--- src/rtl/text_encoding_detector_macros.svh ---
// ----------------------------------------------------------------------------
// text_encoding_detector_macros.svh
// Assertion macros shared by the encoding detector RTL.
// ----------------------------------------------------------------------------
`ifndef TEXT_ENCODING_DETECTOR_MACROS_SVH
`define TEXT_ENCODING_DETECTOR_MACROS_SVH

// Same-cycle implication, clocked on clk_i, off during reset.
`define TED_ASSERT_NOW(label, ante, cons, msg) \
  label: assert property (@(posedge clk_i) disable iff (!rst_ni) (ante) |-> (cons)) \
    else $error(msg);

// Next-cycle implication, clocked on clk_i, off during reset.
`define TED_ASSERT_NEXT(label, ante, cons, msg) \
  label: assert property (@(posedge clk_i) disable iff (!rst_ni) (ante) |=> (cons)) \
    else $error(msg);

`endif

--- src/rtl/ted_pkg.sv ---
// ----------------------------------------------------------------------------
// ted_pkg
// Types shared by the text encoding detector modules.
// ----------------------------------------------------------------------------
`default_nettype none

package ted_pkg;

  // Encoding codes as reported on the result channel
  typedef enum logic [3:0] {
    ENC_UTF8    = 4'd0,
    ENC_UTF16BE = 4'd1,
    ENC_UTF16LE = 4'd2,
    ENC_UTF32BE = 4'd3,
    ENC_UTF32LE = 4'd4,
    ENC_SCSU    = 4'd5,
    ENC_BOCU1   = 4'd6,
    ENC_WIN1252 = 4'd7,
    ENC_ASCII   = 4'd8
  } enc_e;

  // BOM match on the buffer so far, including the byte being accepted
  typedef struct packed {
    logic       found;
    enc_e       code;
    logic [2:0] len;
  } bom_res_t;

  // UTF-8 scan status, including the byte being accepted
  typedef struct packed {
    logic utf8_ok;   // valid and not ending inside a sequence
    logic high_seen; // some byte above 0x7F
  } utf8_stat_t;

endpackage

`default_nettype wire

--- src/rtl/ted_bom_match.sv ---
// ----------------------------------------------------------------------------
// ted_bom_match
// Captures the first four bytes of a buffer and matches byte-order marks.
// ----------------------------------------------------------------------------
`default_nettype none

module ted_bom_match
  import ted_pkg::*;
(
  input  wire logic       clk_i,
  input  wire logic       rst_ni,
  input  wire logic       accept_i,
  input  wire logic       last_i,
  input  wire logic [7:0] byte_i,
  output bom_res_t        bom_o
);

  localparam logic [7:0] ByteNul  = 8'h00;
  localparam logic [7:0] ByteEf   = 8'hef;
  localparam logic [7:0] ByteBb   = 8'hbb;
  localparam logic [7:0] ByteBf   = 8'hbf;
  localparam logic [7:0] ByteFe   = 8'hfe;
  localparam logic [7:0] ByteFf   = 8'hff;
  localparam logic [7:0] Byte0e   = 8'h0e;
  localparam logic [7:0] ByteFb   = 8'hfb;
  localparam logic [7:0] ByteEe   = 8'hee;
  localparam logic [7:0] Byte28   = 8'h28;

  logic [3:0][7:0] head_q, head_d;
  logic [2:0]      count_q, count_d;

  // Next head bytes and count; count saturates at four
  always_comb begin
    head_d  = head_q;
    count_d = count_q;
    if (!count_q[2]) begin
      head_d[count_q[1:0]] = byte_i;
      count_d              = count_q + 3'd1;
    end
  end

  // Head bytes: payload, qualified by the count
  always_ff @(posedge clk_i) begin
    if (accept_i) begin
      head_q <= head_d;
    end
  end

  always_ff @(posedge clk_i or negedge rst_ni) begin
    if (!rst_ni) begin
      count_q <= 3'd0;
    end else if (accept_i) begin
      count_q <= last_i ? 3'd0 : count_d;
    end
  end

  // Prefix match in table order; UTF-32LE ahead of UTF-16LE
  always_comb begin
    bom_o = '{found: 1'b0, code: ENC_ASCII, len: 3'd0};
    priority if (count_d >= 3'd3 && head_d[0] == ByteEf && head_d[1] == ByteBb &&
                 head_d[2] == ByteBf) begin
      bom_o = '{found: 1'b1, code: ENC_UTF8, len: 3'd3};
    end else if (count_d >= 3'd2 && head_d[0] == ByteFe && head_d[1] == ByteFf) begin
      bom_o = '{found: 1'b1, code: ENC_UTF16BE, len: 3'd2};
    end else if (count_d >= 3'd4 && head_d[0] == ByteFf && head_d[1] == ByteFe &&
                 head_d[2] == ByteNul && head_d[3] == ByteNul) begin
      bom_o = '{found: 1'b1, code: ENC_UTF32LE, len: 3'd4};
    end else if (count_d >= 3'd2 && head_d[0] == ByteFf && head_d[1] == ByteFe) begin
      bom_o = '{found: 1'b1, code: ENC_UTF16LE, len: 3'd2};
    end else if (count_d >= 3'd4 && head_d[0] == ByteNul && head_d[1] == ByteNul &&
                 head_d[2] == ByteFe && head_d[3] == ByteFf) begin
      bom_o = '{found: 1'b1, code: ENC_UTF32BE, len: 3'd4};
    end else if (count_d >= 3'd3 && head_d[0] == Byte0e && head_d[1] == ByteFe &&
                 head_d[2] == ByteFf) begin
      bom_o = '{found: 1'b1, code: ENC_SCSU, len: 3'd3};
    end else if (count_d >= 3'd3 && head_d[0] == ByteFb && head_d[1] == ByteEe &&
                 head_d[2] == Byte28) begin
      bom_o = '{found: 1'b1, code: ENC_BOCU1, len: 3'd3};
    end else begin
      bom_o = '{found: 1'b0, code: ENC_ASCII, len: 3'd0};
    end
  end

endmodule

`default_nettype wire

--- src/rtl/ted_utf8_check.sv ---
// ----------------------------------------------------------------------------
// ted_utf8_check
// Strict per-byte UTF-8 validation and high-byte tracking.
// ----------------------------------------------------------------------------
`default_nettype none

module ted_utf8_check
  import ted_pkg::*;
(
  input  wire logic       clk_i,
  input  wire logic       rst_ni,
  input  wire logic       accept_i,
  input  wire logic       last_i,
  input  wire logic [7:0] byte_i,
  output utf8_stat_t      stat_o
);

  localparam logic [7:0] ContLo  = 8'h80;
  localparam logic [7:0] ContHi  = 8'hbf;
  localparam logic [7:0] Lead2Lo = 8'hc2;
  localparam logic [7:0] Lead2Hi = 8'hdf;
  localparam logic [7:0] LeadE0  = 8'he0;
  localparam logic [7:0] LeadEd  = 8'hed;
  localparam logic [7:0] Lead3Hi = 8'hef;
  localparam logic [7:0] LeadF0  = 8'hf0;
  localparam logic [7:0] LeadF4  = 8'hf4;
  localparam logic [7:0] E0Lo    = 8'ha0;
  localparam logic [7:0] EdHi    = 8'h9f;
  localparam logic [7:0] F0Lo    = 8'h90;
  localparam logic [7:0] F4Hi    = 8'h8f;
  localparam logic [7:0] ChNul   = 8'h00;
  localparam logic [7:0] ChTab   = 8'h09;
  localparam logic [7:0] ChLf    = 8'h0a;
  localparam logic [7:0] ChCr    = 8'h0d;
  localparam logic [7:0] PrintLo = 8'h20;
  localparam logic [7:0] PrintHi = 8'h7e;

  logic [1:0] pend_q, pend_d;
  logic [7:0] lo_q, lo_d;
  logic [7:0] hi_q, hi_d;
  logic       valid_q, valid_d;
  logic       stop_q, stop_d;
  logic       high_q, high_d;

  // Next scan state for the incoming byte
  always_comb begin
    pend_d  = pend_q;
    lo_d    = lo_q;
    hi_d    = hi_q;
    valid_d = valid_q;
    stop_d  = stop_q;
    high_d  = high_q | byte_i[7];
    if (valid_q && !stop_q) begin
      if (pend_q != 2'd0) begin
        // continuation byte within the bounds set by its lead
        if (byte_i >= lo_q && byte_i <= hi_q) begin
          pend_d = pend_q - 2'd1;
          lo_d   = ContLo;
          hi_d   = ContHi;
        end else begin
          valid_d = 1'b0;
        end
      end else begin
        priority if (byte_i == ChNul) begin
          stop_d = 1'b1;
        end else if (byte_i == ChTab || byte_i == ChLf || byte_i == ChCr ||
                     (byte_i >= PrintLo && byte_i <= PrintHi)) begin
          pend_d = 2'd0;
        end else if (byte_i >= Lead2Lo && byte_i <= Lead2Hi) begin
          pend_d = 2'd1; lo_d = ContLo; hi_d = ContHi;
        end else if (byte_i == LeadE0) begin
          pend_d = 2'd2; lo_d = E0Lo;   hi_d = ContHi;
        end else if (byte_i == LeadEd) begin
          pend_d = 2'd2; lo_d = ContLo; hi_d = EdHi;
        end else if (byte_i > LeadE0 && byte_i <= Lead3Hi) begin
          pend_d = 2'd2; lo_d = ContLo; hi_d = ContHi;
        end else if (byte_i == LeadF0) begin
          pend_d = 2'd3; lo_d = F0Lo;   hi_d = ContHi;
        end else if (byte_i > LeadF0 && byte_i < LeadF4) begin
          pend_d = 2'd3; lo_d = ContLo; hi_d = ContHi;
        end else if (byte_i == LeadF4) begin
          pend_d = 2'd3; lo_d = ContLo; hi_d = F4Hi;
        end else begin
          valid_d = 1'b0;
        end
      end
    end
  end

  // Verdict as of this byte
  assign stat_o.utf8_ok   = valid_d && (stop_d || pend_d == 2'd0);
  assign stat_o.high_seen = high_d;

  // Scan state; the last byte of a buffer restarts it
  always_ff @(posedge clk_i or negedge rst_ni) begin
    if (!rst_ni) begin
      pend_q  <= 2'd0;
      lo_q    <= ContLo;
      hi_q    <= ContHi;
      valid_q <= 1'b1;
      stop_q  <= 1'b0;
      high_q  <= 1'b0;
    end else if (accept_i) begin
      if (last_i) begin
        pend_q  <= 2'd0;
        lo_q    <= ContLo;
        hi_q    <= ContHi;
        valid_q <= 1'b1;
        stop_q  <= 1'b0;
        high_q  <= 1'b0;
      end else begin
        pend_q  <= pend_d;
        lo_q    <= lo_d;
        hi_q    <= hi_d;
        valid_q <= valid_d;
        stop_q  <= stop_d;
        high_q  <= high_d;
      end
    end
  end

endmodule

`default_nettype wire

--- src/rtl/text_encoding_detector.sv ---
// ----------------------------------------------------------------------------
// text_encoding_detector
// Guesses the encoding of a byte buffer and reports its byte-order mark.
// ----------------------------------------------------------------------------
// Feed a buffer one byte per item with last_byte_i set on its final byte;
// one result (encoding code and BOM length) follows each final byte. The
// block takes one byte every clock cycle: per-byte scan state and the BOM
// head capture update per accepted byte, and the verdict for a final byte
// is registered at the edge that takes it and offered from the next cycle.
// A result taken in the cycle it is offered costs no input cycle; while a
// held result waits with out_ready_i low, input stalls until it is taken.
// Codes: 0 UTF-8, 1 UTF-16BE, 2 UTF-16LE, 3 UTF-32BE, 4 UTF-32LE, 5 SCSU,
// 6 BOCU-1, 7 Windows-1252, 8 ASCII.
`default_nettype none

`include "text_encoding_detector_macros.svh"

module text_encoding_detector
  import ted_pkg::*;
(
  input  wire logic       clk_i,
  input  wire logic       rst_ni,
  input  wire logic       in_valid_i,
  output logic            in_ready_o,
  input  wire logic [7:0] data_byte_i,
  input  wire logic       last_byte_i,
  output logic            out_valid_o,
  input  wire logic       out_ready_i,
  output logic [3:0]      encoding_o,
  output logic [2:0]      bom_length_o
);

  logic       accept;
  bom_res_t   bom;
  utf8_stat_t stat;
  enc_e       enc_d, enc_q;
  logic [2:0] len_d, len_q;
  logic       out_valid_q;

  assign in_ready_o = !out_valid_q || out_ready_i;
  assign accept     = in_valid_i && in_ready_o;

  ted_bom_match u_bom (
    .clk_i    (clk_i),
    .rst_ni   (rst_ni),
    .accept_i (accept),
    .last_i   (last_byte_i),
    .byte_i   (data_byte_i),
    .bom_o    (bom)
  );

  ted_utf8_check u_utf8 (
    .clk_i    (clk_i),
    .rst_ni   (rst_ni),
    .accept_i (accept),
    .last_i   (last_byte_i),
    .byte_i   (data_byte_i),
    .stat_o   (stat)
  );

  // Verdict: BOM first, then UTF-8, then high-byte test
  always_comb begin
    len_d = 3'd0;
    priority if (bom.found) begin
      enc_d = bom.code;
      len_d = bom.len;
    end else if (stat.utf8_ok) begin
      enc_d = ENC_UTF8;
    end else if (stat.high_seen) begin
      enc_d = ENC_WIN1252;
    end else begin
      enc_d = ENC_ASCII;
    end
  end

  // Result register payload
  always_ff @(posedge clk_i) begin
    if (accept && last_byte_i) begin
      enc_q <= enc_d;
      len_q <= len_d;
    end
  end

  always_ff @(posedge clk_i or negedge rst_ni) begin
    if (!rst_ni) begin
      out_valid_q <= 1'b0;
    end else if (accept && last_byte_i) begin
      out_valid_q <= 1'b1;
    end else if (out_ready_i) begin
      out_valid_q <= 1'b0;
    end
  end

  assign out_valid_o  = out_valid_q;
  assign encoding_o   = enc_q;
  assign bom_length_o = len_q;

  // Checks
  `TED_ASSERT_NEXT(a_last_gives_result, accept && last_byte_i, out_valid_o,
    "final item did not produce a result")
  `TED_ASSERT_NEXT(a_no_spurious_result, !out_valid_o && !(accept && last_byte_i),
    !out_valid_o, "result appeared without a final item")
  `TED_ASSERT_NOW(a_ready_when_empty, !out_valid_o, in_ready_o,
    "input stalled with empty output register")
  `TED_ASSERT_NOW(a_no_bom_codes, out_valid_o && bom_length_o == 3'd0,
    encoding_o == ENC_UTF8 || encoding_o == ENC_WIN1252 || encoding_o == ENC_ASCII,
    "BOM-only encoding reported without a BOM")

endmodule

`default_nettype wire
--- config.mk ---
export PLATFORM = sky130hd
export DESIGN_NAME = text_encoding_detector
export DESIGN_NICKNAME = d
export VERILOG_FILES = /design/src/rtl/ted_pkg.sv /design/src/rtl/ted_bom_match.sv /design/src/rtl/ted_utf8_check.sv /design/src/rtl/text_encoding_detector.sv
export VERILOG_INCLUDE_DIRS = /design/src /design/src/rtl
export SDC_FILE = /design/constraint.sdc
export NUM_CORES = 1
export LEC_CHECK = 0
export BUFFER_PORTS_ARGS = -buffer_cell sky130_fd_sc_hd__buf_2
export CAP_MARGIN = 20
export CELL_PAD_IN_SITES_DETAIL_PLACEMENT = 0
export CELL_PAD_IN_SITES_GLOBAL_PLACEMENT = 1
export CORE_ASPECT_RATIO = 0.8
export CORE_MARGIN = 1
export CORE_UTILIZATION = 40
export DETAILED_ROUTE_END_ITERATION = 8
export MAX_ROUTING_LAYER = met4
export PLACE_DENSITY = 0.76
export SLEW_MARGIN = 20
export SYNTH_ARGS = -nofsm -noshare
export SYNTH_HDL_FRONTEND = slang
export SYNTH_SLANG_ARGS = --single-unit
--- constraint.sdc ---
create_clock -name clk_i -period 3.7 [get_ports clk_i]
set_input_delay 0.37 -clock clk_i [delete_from_list [all_inputs] [get_ports clk_i]]
set_output_delay 0.37 -clock clk_i [all_outputs]
set_load 0.02 [all_outputs]
==> flow_summary.ini <==
[floorplanning]
die_w_um = 106
dieArea_um2 = 8980
rows = 29
die_y_um = 85.0
core_area_um2 = 8130
pin_count = 22
start_util = 0.423

[critical_path]
reg2reg_depth = 10
cp_max_fo = 12
cp.arrival_ps = 3440
rrSetupSlack_ps = 320
cp-start-kind = register
r2r_start = u_bom.count_q[1]
cp.required_ps = 3760
criticalPathCategory = register to register
r2r_end = encoding_o[0]
cp-end-kind = register

[timing]
fmax_mhz = 296
holdWs_ps = 332
finalCritPeriodShare = 0.913
drv_slew = 0
setup_tns_ps = 0
slew_headroom = 0.473
hold_viol = 0
setup_violations = 0
clock-skew-final_ps = 12.9
period_needed_ps = 3380
rsz0062_at_grt = no
worst_pin_slew_ps = 781
worst_slack_ps = 321

[placement]
hpwl_um = 6570
dpl.cell_count = 495
portBuffers = 21
place_area_um2 = 3660
gp_congestion = 0.960
dp_slack_ps = 403

[routing]
routed_wl_um = 9140
post_drt_wl_per_cell_um = 18.1
first_pass_iters = 4
antenna_left = 0
remaining_drc_errors = 0
vias_per_cell = 5.72
drt_iter0_drc = 165
vias = 2883

[synthesis]
ys_seq_area_frac = 0.436
synth_area_um2 = 3440
synth_compound_area_frac = 0.138
avgSynthCellArea_um2 = 9.13
yosysTopAreaCell = edfxtp_1
ys_top_cells_by_area = edfxtp_1 (34%), dfrtp_1 (7.3%), nand2_1 (6.9%)
synth_xor_area_frac = 0.00254
ys_types = 63
synth_top_family_by_area = simple AND/OR/NAND/NOR gates
synthAdderAreaFrac = 0.0327
synth-simple-area-share = 0.266
synth_top_flop_cell = edfxtp_1
synth.area.mux_share = 0.0749
synth_commonest_cells = nand2_1 (63), edfxtp_1 (39), nor2_1 (35)
yosys.cell_count.top_type = nand2_1
ys_async_sr_fraction = 0.250
synth_top_area_frac = 0.340
synthesis.nets = 399
yosysWarnings = 0
synth_edf_count = 39
synthCells = 377
synth-seq-cells = 52

[clock_tree]
post-cts-setup-buffer-count = 0
clk_pin_slew_ps = 100
cts.sinks = 52
cts-root-buf = clkbuf_8
cts_buffers = 5
clockBufferDepth = 2
hold_buffers = 1
clk_latency_ps = 310
cts_tree = built
post_cts_resized = 0
htree_levels = 2

[cells_and_area]
instances_no_fill = 504
syn2layout_area_growth_pct = 10.7
num-nets-final = 417
final_util = 0.469
insertedDiodeCount = 0
postLayoutCellArea_um2 = 3810
n_fill_cell = 815
drive_gt1_frac = 0.172

[grt]
grt_antenna_before_repair = 0
grt_pass1_vias = 2695
grt_pass1_wl_um = 14800
grt_remaining_overflow = 0
grt_max_degree = 40
grtUsageTotal = 0.220

[job]
drv_cap = 0

[min_path]
min_to = out_valid_o
whs_path_depth = 3
hp-start = out_ready_i
hold_path.class = input pin to register

[pwr]
vdd_drop_max_uv = 255
leakagePower_nw = 1.54
cellPowerDensity_nw_per_um2 = 548
p_total_mw = 2.09

[status]
status = completed
## area by class of cell
cell class / instances / area [um2] / share of cell area
clock inverter: 3 / 68.8 / 0.0181
sequential: 52 / 1500 / 0.394
timing repair buffer: 32 / 190 / 0.0499
multi-input combinational: 284 / 1770 / 0.465
tap: 108 / 135 / 0.0355
clock buffer: 5 / 68.8 / 0.0181
inverter: 20 / 75.1 / 0.0197
## critical path, cell delays in order, from the launching register on
cell and delay (ps):
dfrtp_1 460, inv_1 160, ha_1 230, nand2b_1 300, or3b_2 540, a21oi_1 250
nand3_1 100, or4_1 500, and4_1 280, or4b_4 220, nand4_1 90
## cells by family (layout without fill, tap and decap cells)
kind of cell	after synthesis	after routing
AND/OR/NAND/NOR	177	177
AO/OA/AOI/OAI	73	73
flip-flops	52	52
buffers and inverters	41	60
multiplexers	24	24
adder cells (fa/ha/maj)	9	9
XOR/XNOR	1	1
## cell usage in the layout (no fill, tap or decap), drive strengths merged, types with 9 or more instances in the layout
master and count:
nand2 63, edfxtp 39, nor2 35, buf 31, o21ai 21, inv 20
mux2 14, a21oi 14, nand3 13, nand2b 10, mux2i 10, a31oi 10
dfrtp 10, nor3 9, ha 9, nor4 9
## registers in the layout (all words and copies together), names as in the netlist
register / cells
bom_length_o: 3
u_utf8.pend_q: 2
u_utf8.valid_q: 1
u_utf8.hi_q: 2
u_bom.count_q: 3
u_utf8.stop_q: 1
u_utf8.high_q: 1
u_utf8.lo_q: 2
encoding_o: 4
u_bom.head_q: 32
out_valid_o: 1
## where the power goes
group | switching [mW] | total, mW | internal [mW] | leakage [nW]
Combinational | 0.438 | 0.747 | 0.309 | 0.929
Clock | 0.203 | 0.475 | 0.272 | 0.0687
Sequential | 0.0860 | 0.864 | 0.778 | 0.541
## metal layers
| metal | wire (um) | global-route usage | share of wire |
|---|---|---|---|
| met1 | 4840 | 0.341 | 0.53 |
| met3 | 485 | 0.0284 | 0.053 |
| met2 | 3720 | 0.302 | 0.41 |
| met5 | 0 | - | 0 |
| met4 | 97 | 0.0480 | 0.011 |
## how the worst max path moves through the flow
stage / start / to / cells after the start
final: u_bom.count_q[1] / encoding_o[0] / 10
after global routing: u_bom.count_q[1] / encoding_o[0] / 10
after floorplan: u_bom.count_q[1] / encoding_o[0] / 10
after CTS: u_bom.count_q[1] / encoding_o[0] / 10
after global placement: u_bom.count_q[1] / encoding_o[0] / 10
after detailed placement: u_bom.count_q[1] / encoding_o[0] / 10
(Power assumes the default switching activity.)
